**config.mk**
```make
export PLATFORM = sky130hd
export DESIGN_NAME = arc_frame_replacer
export DESIGN_NICKNAME = d
export VERILOG_FILES = /design/src/design/afr_pkg.sv /design/src/design/arc_frame_replacer.sv /design/src/design/afr_list.sv
export SDC_FILE = /design/constraint.sdc
export NUM_CORES = 2
export LEC_CHECK = 0
export BUFFER_PORTS_ARGS = -buffer_cell sky130_fd_sc_hd__buf_2
export CAP_MARGIN = 20
export CORE_ASPECT_RATIO = 1.5
export CORE_MARGIN = 8
export CORE_UTILIZATION = 44
export CTS_BUF_LIST = sky130_fd_sc_hd__clkbuf_4 sky130_fd_sc_hd__clkbuf_8 sky130_fd_sc_hd__clkbuf_16
export DETAILED_ROUTE_END_ITERATION = 8
export PLACE_DENSITY = 0.66
export SKIP_LAST_GASP = 1
export SLEW_MARGIN = 30
export SYNTH_ARGS = -nofsm -noshare
export SYNTH_HDL_FRONTEND = slang
export SYNTH_SLANG_ARGS = --single-unit
```
**constraint.sdc**
```tcl
create_clock -name clk -period 22 [get_ports clk]
set_input_delay 1.1 -clock clk [delete_from_list [all_inputs] [get_ports clk]]
set_output_delay 1.1 -clock clk [all_outputs]
set_load 0.1 [all_outputs]
```
**src/design/afr_pkg.sv**
```systemverilog
package afr_pkg;

  // Frame pool size and page id width used for the default build.
  localparam int POOL_SIZE_DEF  = 16;
  localparam int PAGE_W         = 31;
  localparam int CAP_W          = 5;
  localparam int CAP_RESET      = 16;

  typedef enum logic [1:0] {
    REQ_ACCESS = 2'd0,
    REQ_SETEV  = 2'd1,
    REQ_REMOVE = 2'd2,
    REQ_EVICT  = 2'd3
  } req_op_t;

  typedef enum logic [1:0] {
    TAG_ABSENT   = 2'd0,
    TAG_RECENT   = 2'd1,
    TAG_FREQUENT = 2'd2
  } tag_t;

  typedef enum logic [1:0] {
    ERR_OK      = 2'd0,
    ERR_ABSENT  = 2'd1,
    ERR_PINNED  = 2'd2
  } err_code_t;

  typedef enum logic [3:0] {
    S_IDLE,
    S_DISP,
    S_OFIND,
    S_OPUSH,
    S_GFIND,
    S_DIV,
    S_ADAPT,
    S_TRIM,
    S_VSCAN,
    S_VDROP,
    S_DUP,
    S_GPUSH,
    S_DONE
  } state_t;

  typedef struct packed {
    logic [1:0]        req_type;
    logic [3:0]        frame_index;
    logic [PAGE_W-1:0] page_number;
    logic              evictable_flag;
  } req_t;

  typedef struct packed {
    logic       evicted_valid;
    logic [3:0] evicted_frame;
    logic [4:0] evictable_count;
    logic [1:0] error_code;
  } res_t;

  // Operation on one ordered list for the current cycle.
  typedef struct packed {
    logic push;
    logic drop;
    logic trim;
  } list_ctl_t;

endpackage

```
**src/design/arc_frame_replacer.sv**
```systemverilog
// ARC victim selector over a pool of frames. Assert start with a request
// while busy is low; busy then stays high until the single result has been
// shown for one cycle with out_valid high, and the result must be taken in
// that cycle since it is not held. One list entry is examined per cycle
// by a shared scan counter (an evict walks the frame lists and then both
// ghost lists), and a ghost hit can run a repeated-subtract divider. The
// capacity register may be written at any cycle the block is idle and is
// always ready.
module arc_frame_replacer #(
  parameter int POOL_SIZE = afr_pkg::POOL_SIZE_DEF
) (
  input  logic                     clk,
  input  logic                     rst_n,
  input  logic                     start,
  output logic                     busy,
  input  afr_pkg::req_t            in_req,
  input  logic                     cfg_valid,
  output logic                     cfg_ready,
  input  logic [afr_pkg::CAP_W-1:0] cfg_data,
  output logic                     out_valid,
  output afr_pkg::res_t            out_res
);
  import afr_pkg::*;

  localparam int IW = $clog2(POOL_SIZE);
  localparam int LW = $clog2(POOL_SIZE+1);

  state_t            state_r, state_nxt;
  req_t              req_r, req_nxt;
  logic [CAP_W-1:0]  cap_r;
  tag_t              tag_r [POOL_SIZE];
  tag_t              tag_nxt [POOL_SIZE];
  logic [POOL_SIZE-1:0] ev_r, ev_nxt;
  logic [PAGE_W-1:0] page_r [POOL_SIZE];
  logic              page_we;
  logic [LW-1:0]     tgt_r, tgt_nxt;
  logic [LW-1:0]     tot_r, tot_nxt;
  logic [LW-1:0]     cnt_r, cnt_nxt;
  logic [IW-1:0]     pos_r, pos_nxt;
  logic [IW-1:0]     cf_r, cf_nxt;
  logic              lsel_r, lsel_nxt;
  logic              gsel_r, gsel_nxt;
  logic              second_r, second_nxt;
  logic [LW-1:0]     rem_r, rem_nxt;
  logic [LW-1:0]     q_r, q_nxt;
  logic              rv_r, rv_nxt;
  logic [IW-1:0]     rf_r, rf_nxt;
  err_code_t         err_r, err_nxt;
  logic [PAGE_W-1:0] cf_page_r;

  list_ctl_t         rec_ctl, frq_ctl, rgh_ctl, fgh_ctl;
  logic [IW-1:0]     drop_pos, scan_idx;
  logic [IW-1:0]     rec_rd, frq_rd;
  logic [PAGE_W-1:0] rgh_rd, fgh_rd;
  logic [LW-1:0]     rec_len, frq_len, rgh_len, fgh_len;

  logic [LW-1:0]     cap_eff;
  logic              in_range;
  logic [IW-1:0]     fin;
  logic              live;
  logic [IW-1:0]     ord_ent;
  logic [LW-1:0]     ord_len;
  logic [PAGE_W-1:0] gh_ent;
  logic [LW-1:0]     gh_len;
  logic [LW-1:0]     div_den;
  logic [LW:0]       tgt_sum;
  logic [LW:0]       rsum;
  logic [LW+1:0]     all_sum;

  // Effective capacity: zero acts as one, large values clamp to the pool.
  always_comb begin
    if (cap_r == '0) begin
      cap_eff = LW'(1);
    end else if (32'(cap_r) > POOL_SIZE) begin
      cap_eff = LW'(POOL_SIZE);
    end else begin
      cap_eff = LW'(cap_r);
    end
  end

  // The frame of the request held since its transfer.
  assign in_range = 32'(req_r.frame_index) < POOL_SIZE;
  assign fin      = IW'(req_r.frame_index);
  assign live     = in_range && (tag_r[fin] != TAG_ABSENT);

  // Shared scan read port selection.
  assign scan_idx = (state_r == S_VSCAN) ? IW'(cnt_r - LW'(1)) : IW'(cnt_r);
  assign ord_ent  = lsel_r ? frq_rd : rec_rd;
  assign ord_len  = lsel_r ? frq_len : rec_len;
  assign gh_ent   = gsel_r ? fgh_rd : rgh_rd;
  assign gh_len   = gsel_r ? fgh_len : rgh_len;
  assign div_den  = gsel_r ? fgh_len : rgh_len;
  assign tgt_sum  = {1'b0, tgt_r} + {1'b0, q_r};
  assign rsum     = {1'b0, rec_len} + {1'b0, rgh_len};
  assign all_sum  = {1'b0, rsum} + {2'b0, frq_len} + {2'b0, fgh_len};

  // Next state.
  always_comb begin
    state_nxt = state_r;
    unique case (state_r)
      S_IDLE: if (start) state_nxt = S_DISP;
      S_DISP: begin
        unique case (req_op_t'(req_r.req_type))
          REQ_ACCESS: begin
            if (!in_range) state_nxt = S_DONE;
            else if (tag_r[fin] != TAG_ABSENT) state_nxt = S_OFIND;
            else state_nxt = S_GFIND;
          end
          REQ_SETEV:  state_nxt = S_DONE;
          REQ_REMOVE: state_nxt = (live && ev_r[fin]) ? S_OFIND : S_DONE;
          REQ_EVICT:  state_nxt = (tot_r == '0) ? S_DONE : S_VSCAN;
          default:    state_nxt = S_DONE;
        endcase
      end
      S_OFIND: begin
        if (cnt_r == ord_len || ord_ent == cf_r) begin
          state_nxt = (req_op_t'(req_r.req_type) == REQ_ACCESS) ? S_OPUSH : S_DONE;
        end
      end
      S_OPUSH: state_nxt = S_DONE;
      S_GFIND: begin
        if (cnt_r == gh_len) begin
          if (gsel_r) state_nxt = S_TRIM;
        end else if (gh_ent == req_r.page_number) begin
          if (!gsel_r) state_nxt = (rgh_len >= fgh_len) ? S_ADAPT : S_DIV;
          else state_nxt = (fgh_len >= rgh_len) ? S_ADAPT : S_DIV;
        end
      end
      S_DIV:   if (rem_r < div_den) state_nxt = S_ADAPT;
      S_ADAPT: state_nxt = S_DONE;
      S_TRIM:  state_nxt = S_DONE;
      S_VSCAN: begin
        if (cnt_r == '0) begin
          if (second_r) state_nxt = S_DONE;
        end else if (ev_r[ord_ent]) begin
          state_nxt = S_VDROP;
        end
      end
      S_VDROP: state_nxt = S_DUP;
      S_DUP: begin
        if (gsel_r && (cnt_r == gh_len || gh_ent == cf_page_r)) state_nxt = S_GPUSH;
      end
      S_GPUSH: state_nxt = S_DONE;
      S_DONE:  state_nxt = S_IDLE;
      default: state_nxt = S_IDLE;
    endcase
  end

  // Datapath and list controls.
  always_comb begin
    req_nxt    = req_r;
    tag_nxt    = tag_r;
    ev_nxt     = ev_r;
    page_we    = 1'b0;
    tgt_nxt    = tgt_r;
    tot_nxt    = tot_r;
    cnt_nxt    = cnt_r;
    pos_nxt    = pos_r;
    cf_nxt     = cf_r;
    lsel_nxt   = lsel_r;
    gsel_nxt   = gsel_r;
    second_nxt = second_r;
    rem_nxt    = rem_r;
    q_nxt      = q_r;
    rv_nxt     = rv_r;
    rf_nxt     = rf_r;
    err_nxt    = err_r;
    rec_ctl    = '0;
    frq_ctl    = '0;
    rgh_ctl    = '0;
    fgh_ctl    = '0;
    drop_pos   = pos_r;
    unique case (state_r)
      S_IDLE: if (start) req_nxt = in_req;
      S_DISP: begin
        rv_nxt  = 1'b0;
        rf_nxt  = '0;
        err_nxt = ERR_OK;
        cf_nxt  = fin;
        cnt_nxt = '0;
        gsel_nxt = 1'b0;
        second_nxt = 1'b0;
        lsel_nxt = in_range && (tag_r[fin] == TAG_FREQUENT);
        unique case (req_op_t'(req_r.req_type))
          REQ_ACCESS: ;
          REQ_SETEV: begin
            if (!live) begin
              err_nxt = ERR_ABSENT;
            end else if (ev_r[fin] && !req_r.evictable_flag) begin
              ev_nxt[fin] = 1'b0;
              if (tot_r != '0) tot_nxt = tot_r - LW'(1);
            end else if (!ev_r[fin] && req_r.evictable_flag) begin
              ev_nxt[fin] = 1'b1;
              tot_nxt = tot_r + LW'(1);
            end
          end
          REQ_REMOVE: if (live && !ev_r[fin]) err_nxt = ERR_PINNED;
          REQ_EVICT: begin
            lsel_nxt = !(rec_len >= tgt_r);
            cnt_nxt  = (rec_len >= tgt_r) ? rec_len : frq_len;
          end
          default: ;
        endcase
      end
      // Find the frame in its order list and close the gap.
      S_OFIND: begin
        drop_pos = IW'(cnt_r);
        if (cnt_r != ord_len) begin
          if (ord_ent == cf_r) begin
            if (lsel_r) frq_ctl.drop = 1'b1;
            else rec_ctl.drop = 1'b1;
            if (req_op_t'(req_r.req_type) == REQ_REMOVE) begin
              tag_nxt[cf_r] = TAG_ABSENT;
              ev_nxt[cf_r]  = 1'b0;
              if (tot_r != '0) tot_nxt = tot_r - LW'(1);
            end
          end else begin
            cnt_nxt = cnt_r + LW'(1);
          end
        end
      end
      S_OPUSH: begin
        frq_ctl.push  = 1'b1;
        tag_nxt[cf_r] = TAG_FREQUENT;
      end
      // Look for the page in the recent ghost list, then the frequent one.
      S_GFIND: begin
        if (cnt_r == gh_len) begin
          gsel_nxt = 1'b1;
          cnt_nxt  = '0;
        end else if (gh_ent == req_r.page_number) begin
          pos_nxt = IW'(cnt_r);
          q_nxt   = LW'(1);
          if (!gsel_r && rgh_len < fgh_len) begin
            q_nxt   = '0;
            rem_nxt = fgh_len;
          end else if (gsel_r && fgh_len < rgh_len) begin
            q_nxt   = '0;
            rem_nxt = rgh_len;
          end
        end else begin
          cnt_nxt = cnt_r + LW'(1);
        end
      end
      // Quotient of the ghost sizes by repeated subtraction.
      S_DIV: begin
        if (rem_r >= div_den) begin
          rem_nxt = rem_r - div_den;
          q_nxt   = q_r + LW'(1);
        end
      end
      S_ADAPT: begin
        if (!gsel_r) begin
          tgt_nxt = (tgt_sum > {1'b0, cap_eff}) ? cap_eff : LW'(tgt_sum);
          rgh_ctl.drop = 1'b1;
        end else begin
          tgt_nxt = (tgt_r > q_r) ? (tgt_r - q_r) : '0;
          fgh_ctl.drop = 1'b1;
        end
        page_we       = 1'b1;
        ev_nxt[cf_r]  = 1'b0;
        tag_nxt[cf_r] = TAG_FREQUENT;
        frq_ctl.push  = 1'b1;
      end
      // Miss in both ghosts: trim a ghost list if needed and insert as recent.
      S_TRIM: begin
        if (rsum == {1'b0, cap_eff}) begin
          rgh_ctl.trim = 1'b1;
        end else if (rsum < {1'b0, cap_eff}) begin
          if (all_sum == {1'b0, cap_eff, 1'b0}) fgh_ctl.trim = 1'b1;
        end
        page_we       = 1'b1;
        ev_nxt[cf_r]  = 1'b0;
        tag_nxt[cf_r] = TAG_RECENT;
        rec_ctl.push  = 1'b1;
      end
      // Walk a frame list from its oldest entry for an evictable frame.
      S_VSCAN: begin
        if (cnt_r == '0) begin
          if (!second_r) begin
            second_nxt = 1'b1;
            lsel_nxt   = !lsel_r;
            cnt_nxt    = lsel_r ? rec_len : frq_len;
          end
        end else if (ev_r[ord_ent]) begin
          pos_nxt = IW'(cnt_r - LW'(1));
          cf_nxt  = ord_ent;
        end else begin
          cnt_nxt = cnt_r - LW'(1);
        end
      end
      S_VDROP: begin
        if (lsel_r) frq_ctl.drop = 1'b1;
        else rec_ctl.drop = 1'b1;
        tag_nxt[cf_r] = TAG_ABSENT;
        ev_nxt[cf_r]  = 1'b0;
        if (tot_r != '0) tot_nxt = tot_r - LW'(1);
        rv_nxt   = 1'b1;
        rf_nxt   = cf_r;
        gsel_nxt = 1'b0;
        cnt_nxt  = '0;
      end
      // Remove the victim's page from either ghost list before the push.
      S_DUP: begin
        drop_pos = IW'(cnt_r);
        if (cnt_r == gh_len || gh_ent == cf_page_r) begin
          if (cnt_r != gh_len) begin
            if (gsel_r) fgh_ctl.drop = 1'b1;
            else rgh_ctl.drop = 1'b1;
          end
          gsel_nxt = 1'b1;
          cnt_nxt  = '0;
        end else begin
          cnt_nxt = cnt_r + LW'(1);
        end
      end
      S_GPUSH: begin
        if (lsel_r) fgh_ctl.push = 1'b1;
        else rgh_ctl.push = 1'b1;
      end
      S_DONE: ;
      default: ;
    endcase
  end

  always_ff @(posedge clk) begin
    if (!rst_n) begin
      state_r <= S_IDLE;
      cap_r   <= CAP_W'(CAP_RESET);
      ev_r    <= '0;
      tgt_r   <= '0;
      tot_r   <= '0;
      for (int i = 0; i < POOL_SIZE; i++) tag_r[i] <= TAG_ABSENT;
    end else begin
      state_r <= state_nxt;
      ev_r    <= ev_nxt;
      tgt_r   <= tgt_nxt;
      tot_r   <= tot_nxt;
      for (int i = 0; i < POOL_SIZE; i++) tag_r[i] <= tag_nxt[i];
      if (cfg_valid && cfg_ready) cap_r <= cfg_data;
    end
  end

  // Working registers and the page store; the page of the current frame
  // is registered together with the frame itself.
  always_ff @(posedge clk) begin
    req_r     <= req_nxt;
    cnt_r     <= cnt_nxt;
    pos_r     <= pos_nxt;
    cf_r      <= cf_nxt;
    lsel_r    <= lsel_nxt;
    gsel_r    <= gsel_nxt;
    second_r  <= second_nxt;
    rem_r     <= rem_nxt;
    q_r       <= q_nxt;
    rv_r      <= rv_nxt;
    rf_r      <= rf_nxt;
    err_r     <= err_nxt;
    cf_page_r <= page_r[cf_nxt];
    if (page_we) page_r[cf_r] <= req_r.page_number;
  end

  afr_list #(.N(POOL_SIZE), .W(IW)) u_rec (
    .clk(clk), .rst_n(rst_n), .ctl(rec_ctl), .pos(drop_pos), .push_data(cf_r),
    .rd_idx(scan_idx), .rd_data(rec_rd), .len(rec_len)
  );

  afr_list #(.N(POOL_SIZE), .W(IW)) u_frq (
    .clk(clk), .rst_n(rst_n), .ctl(frq_ctl), .pos(drop_pos), .push_data(cf_r),
    .rd_idx(scan_idx), .rd_data(frq_rd), .len(frq_len)
  );

  afr_list #(.N(POOL_SIZE), .W(PAGE_W)) u_rgh (
    .clk(clk), .rst_n(rst_n), .ctl(rgh_ctl), .pos(drop_pos), .push_data(cf_page_r),
    .rd_idx(scan_idx), .rd_data(rgh_rd), .len(rgh_len)
  );

  afr_list #(.N(POOL_SIZE), .W(PAGE_W)) u_fgh (
    .clk(clk), .rst_n(rst_n), .ctl(fgh_ctl), .pos(drop_pos), .push_data(cf_page_r),
    .rd_idx(scan_idx), .rd_data(fgh_rd), .len(fgh_len)
  );

  // Result transfer.
  assign busy      = (state_r != S_IDLE);
  assign cfg_ready = 1'b1;
  assign out_valid = (state_r == S_DONE);
  assign out_res.evicted_valid   = rv_r;
  assign out_res.evicted_frame   = 4'(rf_r);
  assign out_res.evictable_count = 5'(tot_r);
  assign out_res.error_code      = err_r;

  // A result always ends a request and frees the block next cycle.
  a_done_free: assert property (@(posedge clk) disable iff (!rst_n)
    out_valid |=> !busy) else $error("block still busy after result");

  a_start_busy: assert property (@(posedge clk) disable iff (!rst_n)
    (start && !busy) |=> busy) else $error("request not taken");

  a_tot_bound: assert property (@(posedge clk) disable iff (!rst_n)
    32'(tot_r) <= POOL_SIZE) else $error("evictable count overflow");

  a_live_bound: assert property (@(posedge clk) disable iff (!rst_n)
    32'(rec_len) + 32'(frq_len) <= POOL_SIZE) else $error("too many live frames");

endmodule

```
**src/design/afr_list.sv**
```systemverilog
module afr_list #(
  parameter int N = afr_pkg::POOL_SIZE_DEF,
  parameter int W = afr_pkg::PAGE_W
) (
  input  logic                   clk,
  input  logic                   rst_n,
  input  afr_pkg::list_ctl_t     ctl,
  input  logic [$clog2(N)-1:0]   pos,
  input  logic [W-1:0]           push_data,
  input  logic [$clog2(N)-1:0]   rd_idx,
  output logic [W-1:0]           rd_data,
  output logic [$clog2(N+1)-1:0] len
);
  import afr_pkg::*;

  localparam int IW = $clog2(N);
  localparam int LW = $clog2(N+1);

  logic [W-1:0]  ent_r   [N];
  logic [W-1:0]  ent_nxt [N];
  logic [LW-1:0] len_r, len_nxt;

  // Push shifts every entry one place older; drop closes the gap at pos.
  always_comb begin
    for (int i = 0; i < N; i++) begin
      ent_nxt[i] = ent_r[i];
      if (ctl.push) begin
        ent_nxt[i] = (i == 0) ? push_data : ent_r[(i == 0) ? 0 : i-1];
      end else if (ctl.drop && (IW'(i) >= pos) && (i < N-1)) begin
        ent_nxt[i] = ent_r[(i < N-1) ? i+1 : i];
      end
    end
  end

  // Length update; a push onto a full list loses its oldest entry.
  always_comb begin
    len_nxt = len_r;
    if (ctl.push) begin
      if (len_r != LW'(N)) len_nxt = len_r + LW'(1);
    end else if (ctl.drop) begin
      if (LW'(pos) < len_r) len_nxt = len_r - LW'(1);
    end else if (ctl.trim) begin
      if (len_r != '0) len_nxt = len_r - LW'(1);
    end
  end

  always_ff @(posedge clk) begin
    for (int i = 0; i < N; i++) ent_r[i] <= ent_nxt[i];
  end

  always_ff @(posedge clk) begin
    if (!rst_n) begin
      len_r <= '0;
    end else begin
      len_r <= len_nxt;
    end
  end

  assign rd_data = ent_r[rd_idx];
  assign len     = len_r;

endmodule

```
==> impl_metrics.yaml <==
outcome:
  status: "completed"
clocking:
  clock_path_buffers: 4
  root_buffer: "clkbuf_16"
  cts_tree: "yes"
  clk_pin_slew_ps: 60
  cts-buffers-inserted: 183
  clk_latency_ps: 860
  cts_setup_buffers: 0
  ctsHoldBuffers: 0
  cts_num_sinks: 1805
  cts_resized: 0
  cts-htree-levels: 4
routing:
  wl_per_cell_um: 24.4
  ant_nets: 0
  drt-total-wl_um: 261000
  num_vias: 64100
  routed_via_density: 5.99
  first_pass_iters: 9
  drc: 0
  drt_iter0_markers: 7800
synthesis:
  syn-cell-area_sq_um: 88100
  synth_top_cell_by_area: "edfxtp_1"
  yosys_warnings: 0
  yosysSeqAreaShare_pct: 60.2
  syn_inst: 8071
  ys_async_sr_fraction_pct: 0
  syn_nets: 8211
  syn_avg_cell_area_sq_um: 10.9
  yosysTopAreaCellShare_pct: 57.4
  ys_ff_latch: 1805
  synth_edf_count: 1683
  ys.flop_type: "edfxtp_1"
  synth_cell_type_count: 93
  synth_area_leaders: "edfxtp_1, nand2_1, mux4_2"
floorplanning:
  rows: 201
  core_sq_um: 199000
  ios: 62
  initial_utilization_pct: 44.2
  dieArea_sq_um: 215000
  die_h_um: 564
  die_x_um: 381
finish:
  syn_to_final_growth_pct: 10.6
  layout.nets: 8058
  layout.area.seq_sq_um: 53000
  multi_input_area_sq_um: 33100
  layout_commonest_cell: "nand2_1"
  most-common-layout-cells: "nand2_1, edfxtp_1, mux4_2"
  final_cell_area_sq_um: 97400
  n_fill_cell: 17400
  drive_gt1_share_pct: 11.2
timing:
  hold_viol: 0
  grt_setup_unrepaired: "false"
  fin_ws_ps: 12690
  period_share_pct: 42.3
  finalCriticalPeriod_ps: 9310
  timing.hold.ws_ps: 409
  slew_violations: 0
  tns_ps: 0
  slew_headroom_pct: 22.7
  setup_violations: 0
  worst_pin_slew_ps: 1150
  skew_ps: 52.9
  clock.fmax_ghz: 0.107
critical_path:
  worstPathRequired_ps: 22740
  rr_worst_depth: 20
  cp-startpoint: "cnt_r[0]"
  critPathKind: "reg -> reg"
  cp-start-kind: "flip-flop"
  arrival_ps: 10060
  endpoint_kind: "flip-flop"
  crit_end: "cf_page_r[10]"
  reg2reg_slack_ps: 12690
  rr_endpoint: "cf_page_r[10]"
  rr_startpoint: "cnt_r[0]"
  crit_fanout: 79
placement:
  dpl_worst_slack_ps: 12750
  gp_congestion: 0.913
  place_hpwl_um: 165000
  dpl_cell_area_sq_um: 91300
  io_buffers: 60
global_route:
  grt_max_degree: 175
  grt_pass1_vias: 62300
  antenna_found_initial: 8
  grt_pass1_wl_um: 390000
  overflow: 0
  grt_use_total_pct: 23.4
worst_hold_path:
  min_path_type: "in -> reg"
power_and_ir_drop:
  comb_power_share_pct: 36.0
  power.density_nw_per_um2: 119
  total_power_mw: 11.6
  intPower_mw: 7.31
  pwr-share-clk_pct: 27.5
  power_frac_seq_pct: 36.5
  p_sw_mw: 4.27
  swShare_pct: 36.9
  ir_drop_mv: 0.137
  p_leak_nw: 36.2
job:
  cap_violations: 0
synthesized netlist by cell type (16+ instances only):
cell type     n
mux2i_1     117
nor4_1       20
xnor2_1      56
edfxtp_1   1683
a22oi_1      44
a32oi_1     147
a221o_1      37
a31oi_1      16
a22o_1       31
a21o_1       19
nor2_1      188
nand3_1     131
nand2_1    3446
nor2b_1      24
mux4_2      278
o21ai_0     273
nand4_1      28
inv_1        83
nor3_1       53
buf_1        43
nand2b_1     33
ha_1         79
o221ai_1     46
o211ai_1     40
a221oi_1     33
a21oi_1     220
buf_2        71
dfxtp_1     122
clkbuf_1    412
xor2_1       65
stage by stage:
stage	utilization, %	std cells
floorplan	-	8071
global placement	45.7	10400
detailed placement	45.8	10400
CTS	48.8	10700
global route	48.8	10700
finish	48.8	10700
area by class of cell:
type,instances,share of cell area [%]
clock buffer,247,5.40
clock inverter,77,0.782
tap,2639,3.39
antenna,2,0.00514
sequential,1805,54.4
timing repair buffer,210,1.60
inverter,96,0.410
multi-input combinational,5622,34.0
how the worst min path moves through the flow:
stage                             start             endpoint  slack, ps  cells after the start
finish                        in_req[8]             req_r[8]        410                      1
global route                 in_req[10]            req_r[10]        390                      1
CTS                           in_req[8]             req_r[8]        370                      1
detailed placement  u_fgh.ent_r[14][29]  u_fgh.ent_r[15][29]        460                      0
global placement               tag_r[0]             tag_r[0]        440                      2
floorplan                      tag_r[0]             tag_r[0]        430                      2
registers in the layout, summed over array words and instances, names as in the netlist, 31 cells and up, named ones only:
name	count
cf_page_r	31
page_r	496
req_r	34
tag_r	31
u_fgh.ent_r	496
u_frq.ent_r	64
u_rec.ent_r	64
u_rgh.ent_r	496
critical path: stages (launching register included):
cell	delay, ps
edfxtp_1	320
buf_4	490
inv_1	560
ha_1	750
nand2_2	230
nand2_2	190
inv_8	500
buf_4	780
mux4_2	610
mux4_2	520
mux2i_4	280
a2111oi_0	140
or4_4	670
a21oi_4	160
buf_4	490
nor2_4	280
inv_4	630
buf_4	730
mux2i_1	170
a221o_1	320
o211ai_1	90
cells by family (layout without fill, tap and decap cells):
logic type	Yosys count	in the layout	share of synthesized area, %
other cells	1	3	0.00426
flops	1805	1805	60.2
simple gates	3992	3992	17.9
mux	408	408	8.62
fa+ha+maj	93	93	1.44
xor+xnor	122	122	1.22
compound gates	1006	1006	7.73
buf+inv	644	630	2.98
metal layers:
layer	track usage (%)	part of all wire, %
met4	11.0	5.5
met2	40.4	49
met3	3.42	8.0
met5	0	0.011
met1	28.8	37
power groups by stage:
| stage | sequential [mW] | clock [mW] | combinational [mW] |
|---|---|---|---|
| 3_3_place_gp | 4.29 | 0 | 4.08 |
| 2_1_floorplan | 4.14 | 0 | 2.87 |
| 6_report | 4.23 | 3.18 | 4.17 |
| 3_5_place_dp | 4.29 | 0 | 4.12 |
| 5_1_grt | 4.23 | 3.35 | 4.42 |
| 4_1_cts | 4.22 | 3.22 | 4.14 |
Power figures use the tool's default switching activity.
